### src/rtl/spq_pkg.sv
// Shared types and constants for the sorted priority queue.
// No dependencies; used by spq_cell and sorted_priority_queue_unit.
package spq_pkg;

  localparam int unsigned CapacityDef = 128;
  localparam int unsigned DataW       = 32;
  localparam int unsigned OccW        = 8;

  typedef enum logic {
    CMD_INSERT = 1'b0,
    CMD_REMOVE = 1'b1
  } cmd_t;

  typedef enum logic [1:0] {
    ST_OK        = 2'd0,
    ST_OVERFLOW  = 2'd1,
    ST_UNDERFLOW = 2'd2
  } status_t;

  localparam logic signed [DataW-1:0] UnderflowValue = '1;

  typedef struct packed {
    cmd_t                    cmd;
    logic signed [DataW-1:0] item_value;
    logic signed [DataW-1:0] item_priority;
  } in_item_t;

  typedef struct packed {
    status_t                 status;
    logic signed [DataW-1:0] removed_value;
    logic [OccW-1:0]         occupancy;
  } out_result_t;

  // One stored pair.
  typedef struct packed {
    logic signed [DataW-1:0] value;
    logic signed [DataW-1:0] rank;
  } entry_t;

  // Operation broadcast to every cell of the chain.
  typedef struct packed {
    logic   do_insert;
    logic   do_remove;
    entry_t item;
  } cell_op_t;

endpackage

### src/rtl/spq_cell.sv
// One slot of the sorted chain: holds a pair, compares it to the new item
// and shifts with its neighbors. Depends on spq_pkg.
module spq_cell (
  input  logic              clk,
  input  spq_pkg::cell_op_t op,
  input  logic              occupied,
  input  logic              prev_ge,
  input  spq_pkg::entry_t   prev_entry,
  input  spq_pkg::entry_t   next_entry,
  output spq_pkg::entry_t   entry,
  output logic              ge
);
  import spq_pkg::*;

  entry_t entry_r;
  entry_t entry_nxt;

  // New item goes behind this slot when it holds an equal or higher priority.
  assign ge    = occupied && (entry_r.rank >= op.item.rank);
  assign entry = entry_r;

  always_comb begin
    entry_nxt = entry_r;
    if (op.do_insert) begin
      if (ge) begin
        entry_nxt = entry_r;
      end else if (prev_ge) begin
        entry_nxt = op.item;
      end else begin
        entry_nxt = prev_entry;
      end
    end else if (op.do_remove) begin
      entry_nxt = next_entry;
    end
  end

  always_ff @(posedge clk) begin
    entry_r <= entry_nxt;
  end

endmodule

### config.mk
export PLATFORM = sky130hd
export DESIGN_NAME = spq_cell
export DESIGN_NICKNAME = d
export VERILOG_FILES = /design/src/rtl/spq_pkg.sv /design/src/rtl/spq_cell.sv
export SDC_FILE = /design/constraint.sdc
export NUM_CORES = 1
export LEC_CHECK = 0
export BUFFER_PORTS_ARGS = -buffer_cell sky130_fd_sc_hd__buf_4
export CORE_AREA = 2 2 101 103
export CTS_CLUSTER_DIAMETER = 100
export CTS_CLUSTER_SIZE = 8
export DETAILED_ROUTE_END_ITERATION = 8
export DIE_AREA = 0 0 103 105
export PLACE_DENSITY = 0.79
export SYNTH_ARGS = -nofsm -noshare
export SYNTH_HDL_FRONTEND = slang
export SYNTH_SLANG_ARGS = --single-unit
export TNS_END_PERCENT = 50
### constraint.sdc
create_clock -name clk -period 5.4 [get_ports clk]
set_clock_uncertainty 0.05 [all_clocks]
set_input_delay 1.08 -clock clk [delete_from_list [all_inputs] [get_ports clk]]
set_output_delay 1.08 -clock clk [all_outputs]
set_load 0.05 [all_outputs]
[Word-level counts from Yosys, hierarchy flattened]
Index checks and enable logic that the tools add are counted.
Cells by class
  magnitude comparators: 1
  equality and inequality tests: 1
  mux-type cells: 4
  reductions and logical operators: 3
Operator list (number)
  64-bit two-way mux: 4
  32-bit >= comparator: 1
  2-bit != test, second input constant: 1
  2-bit AND reduction: 1
  2-bit nonzero test: 1
  1-bit logical AND: 1
Storage, ports and cells
  register bits after elaboration: 64
  input bits: 197
  word-level logic and storage cells: 11

[Depth between registers and ports, before layout]
  depth after elaboration: 4
  depth in mapped cells: 8

[Least setup slack after synthesis]
No wires, ideal clock.
  kind: input-to-output
  from: in op[14] in the netlist's numbering
  to: out ge
  arrival time: 3.402 ns
  path slack: 0.868 ns
  stages: 8
  cell sequence: inv_1 -> ha_1 -> and4_4 -> a211oi_2 -> o21ai_1 -> o32ai_1 -> nor2_1 -> nor3b_1
Between the ends
  cells in the longest elaborated chain, start to end: 2
Ends and longest elaborated chain
  start, declared: line spq_cell.sv:5  | input spq_pkg::cell_op_t op,
  32-bit >= comparator: line spq_cell.sv:19  | assign ge = occupied && (entry_r.rank >= op.item.rank);
  1-bit logical AND: line spq_cell.sv:19
  end, declared: line spq_cell.sv:11  | output logic ge
Every way passes these cells.

[Worst setup path in the final report]
  from: in op[27] in the netlist's numbering
  to: out ge
Same word-level chain as after synthesis.

==> impl_metrics.py <==
metrics = {
    "floorplanning": {
        "start_util_pct": 42.3,
        "dieHeight_um": 105,
        "dieArea_mm2": 0.0108,
        "die_width_um": 103,
        "coreArea_mm2": 0.00964,
        "num_rows": 36,
        "ios": 262,
    },
    "cts": {
        "clockBufferDepth": 2,
        "cts.clk_slew.worst_paths_ns": 0.08,
        "cts_buffers": 9,
        "htree_num_levels": 3,
        "cts_sinks": 64,
        "clkLatencyLatePin_ns": 0.33,
        "hold_buffers": 0,
        "postCtsSetupRepairBufs": 0,
        "cts_tree": "done",
        "post_cts_resized": 0,
        "clock-root-buffer": "clkbuf_8",
    },
    "grt": {
        "antenna_found_initial": 0,
        "grt_max_degree": 68,
        "grt_overflow": 0,
        "grt_pass1_wl_um": 18300,
        "track_usage_pct": 22.1,
        "grt_pass1_vias": 3946,
    },
    "place": {
        "dpl.hpwl_um": 9860,
        "gp_congestion": 0.844,
        "place_area_mm2": 0.00615,
        "io_buffer_count": 261,
        "dp_cells": 769,
    },
    "sta": {
        "rsz0062_at_grt": "no",
        "period_share_pct": 78.7,
        "hold_viol": 0,
        "max_freq_mhz": 235,
        "final_max_slew_viol_count": 0,
        "tns_ns": 0,
        "layout_min_cycle_time_ns": 4.25,
        "setup-violations-final": 0,
        "holdWs_ns": 1.01,
        "tightest_slew_ns": 1.09,
        "slew_headroom_pct": 27.4,
    },
    "logic_synthesis": {
        "synth_flop_cell": "edfxtp_1",
        "synth_cell_type_count": 33,
        "synthArstFlopShare_pct": 0,
        "syn_avg_cell_area_um2": 10.4,
        "postSynthCellCount": 394,
        "synth_area_mm2": 0.00408,
        "syn_nets": 623,
        "ys_seq_area_share_pct": 47.1,
        "synth_edf_count": 64,
        "yosys_warnings": 0,
        "ys_ff_latch": 64,
    },
    "status": {
        "status": "complete, no violations",
    },
    "route": {
        "routedWlPerCell_um": 15.8,
        "avgViaCountPerCell": 4.97,
        "first_pass_iters": 4,
        "antenna_left": 0,
        "drc": 0,
        "vias": 3903,
        "drtIter0Drc": 148,
        "wl_um": 12400,
    },
    "power": {
        "power_density_mw_per_mm2": 258,
        "power_mw": 1.64,
        "p_leak_nw": 3.10,
        "peakVddDrop_uv": 133,
    },
    "worst_hold_path": {
        "hold_class": "input port to flop",
    },
    "layout": {
        "final_nets": 876,
        "fin_area_mm2": 0.00633,
        "largest_register_ffs": 64,
        "final_cell_mix": "buf_4, a21oi_1, nor2_1",
        "drive_gt1_share_pct": 43.6,
        "layout.cells.non_filler": 785,
        "areaGrowthSynthToFinish_pct": 55.1,
        "fillers": 811,
        "final_common_cell": "buf_4",
        "n_antenna_cell": 0,
    },
    "setup_path": {
        "path_buf_inv": 3,
        "crit_slowest_cell": "nor4b_2",
        "cp-start-kind": "input port",
        "critPathTopFamily": "simple AND/OR/NAND/NOR gates",
        "criticalPathCategory": "input port to primary output",
        "cp-end-kind": "primary output",
        "arrival_ns": 3.12,
        "worst_ep_required_time_ns": 4.27,
        "slowest_delay_ns": 0.47,
        "cpMostUsedCell": "buf_4",
        "path_max_fanout": 3,
        "crit_chain": "buf_4 > inv_1 > ha_1 > nand4_1 > nor4b_2 > nand2_1 > o31ai_2 > nor3b_2 > nor3b_1 > buf_4",
    },
    "flow_run": {
        "cap_viol_max_count": 0,
    },
}
==> metal layers <==
metal / track usage, % / vias up / share of wire (%)
met5: 0 / - / 0
met4: 9.68 / 0 / 3.6
met3: 5.08 / 35 / 7.0
met2: 40.1 / 175 / 53
met1: 23.9 / 1751 / 36
li1: - / 1942 / -
==> worst register-to-register path, stage by stage (launching register included) <==
cell and delay [ns]:
edfxtp_1 0.42, ha_1 0.33, and4_4 0.22, a211oi_2 0.21
o21ai_1 0.09, o32ai_1 0.32, nor3b_2 0.25, o32a_2 0.66
buf_12 0.32
==> worst paths after layout <==
check	startpoint	to	slack (ns)	cells after the start
max	op[27]	ge	1.15	10
min	next_entry[57]	entry[57]	1.01	3
max reg2reg	entry[14]	entry[3]	2.19	8
min reg2reg	entry[31]	entry[17]	1.47	3
==> cells by family (layout without fill, tap and decap cells) <==
logic type,Yosys count,after routing,synth area share (%)
compound gates,91,91,12.3
fa+ha+maj,32,32,9.81
simple gates,90,90,10.0
buf+inv,53,311,5.06
flops,64,64,47.1
mux,64,64,15.7
==> synth_stat cells (2+ instances only) <==
library cell  number  share of area [%]
nand4_1            4               0.61
ha_1              32                9.8
clkbuf_1          12                1.1
nand2_1            8               0.74
buf_2              6               0.74
a21o_1             2               0.37
a211oi_2           2               0.61
nor2b_1            2               0.31
edfxtp_1          64                 47
inv_1             32                2.9
buf_1              3               0.28
and4_1             2               0.43
nor2_1            65                6.0
mux2i_1           64                 16
a21oi_1           76                9.3
o21ai_1            3               0.37
==> area by class of cell <==
type,count,area [um2],area share (%)
repair buffers,263,1990,31.4
multi-input cells,277,1950,30.9
flip-flops and latches,64,1920,30.4
well taps,133,166,2.63
clock buffers,12,135,2.14
inverters,32,120,1.90
clock inverters,4,45.0,0.712
==> report_power, final <==
part	internal, mW	switching, mW
registers	0.618	0.0241
clock network	0.212	0.184
logic	0.239	0.359
total	1.07	0.566
==> through the flow <==
stage / setup WS [ns] / util, %
2_1_floorplan: 0.868 / -
3_3_place_gp: 1.30 / 63.8
3_5_place_dp: 1.18 / 63.8
4_1_cts: 1.19 / 65.7
5_1_grt: 1.07 / 65.7
6_report: 1.15 / 65.7
Note: power is estimated with default switching activity, not from simulation.
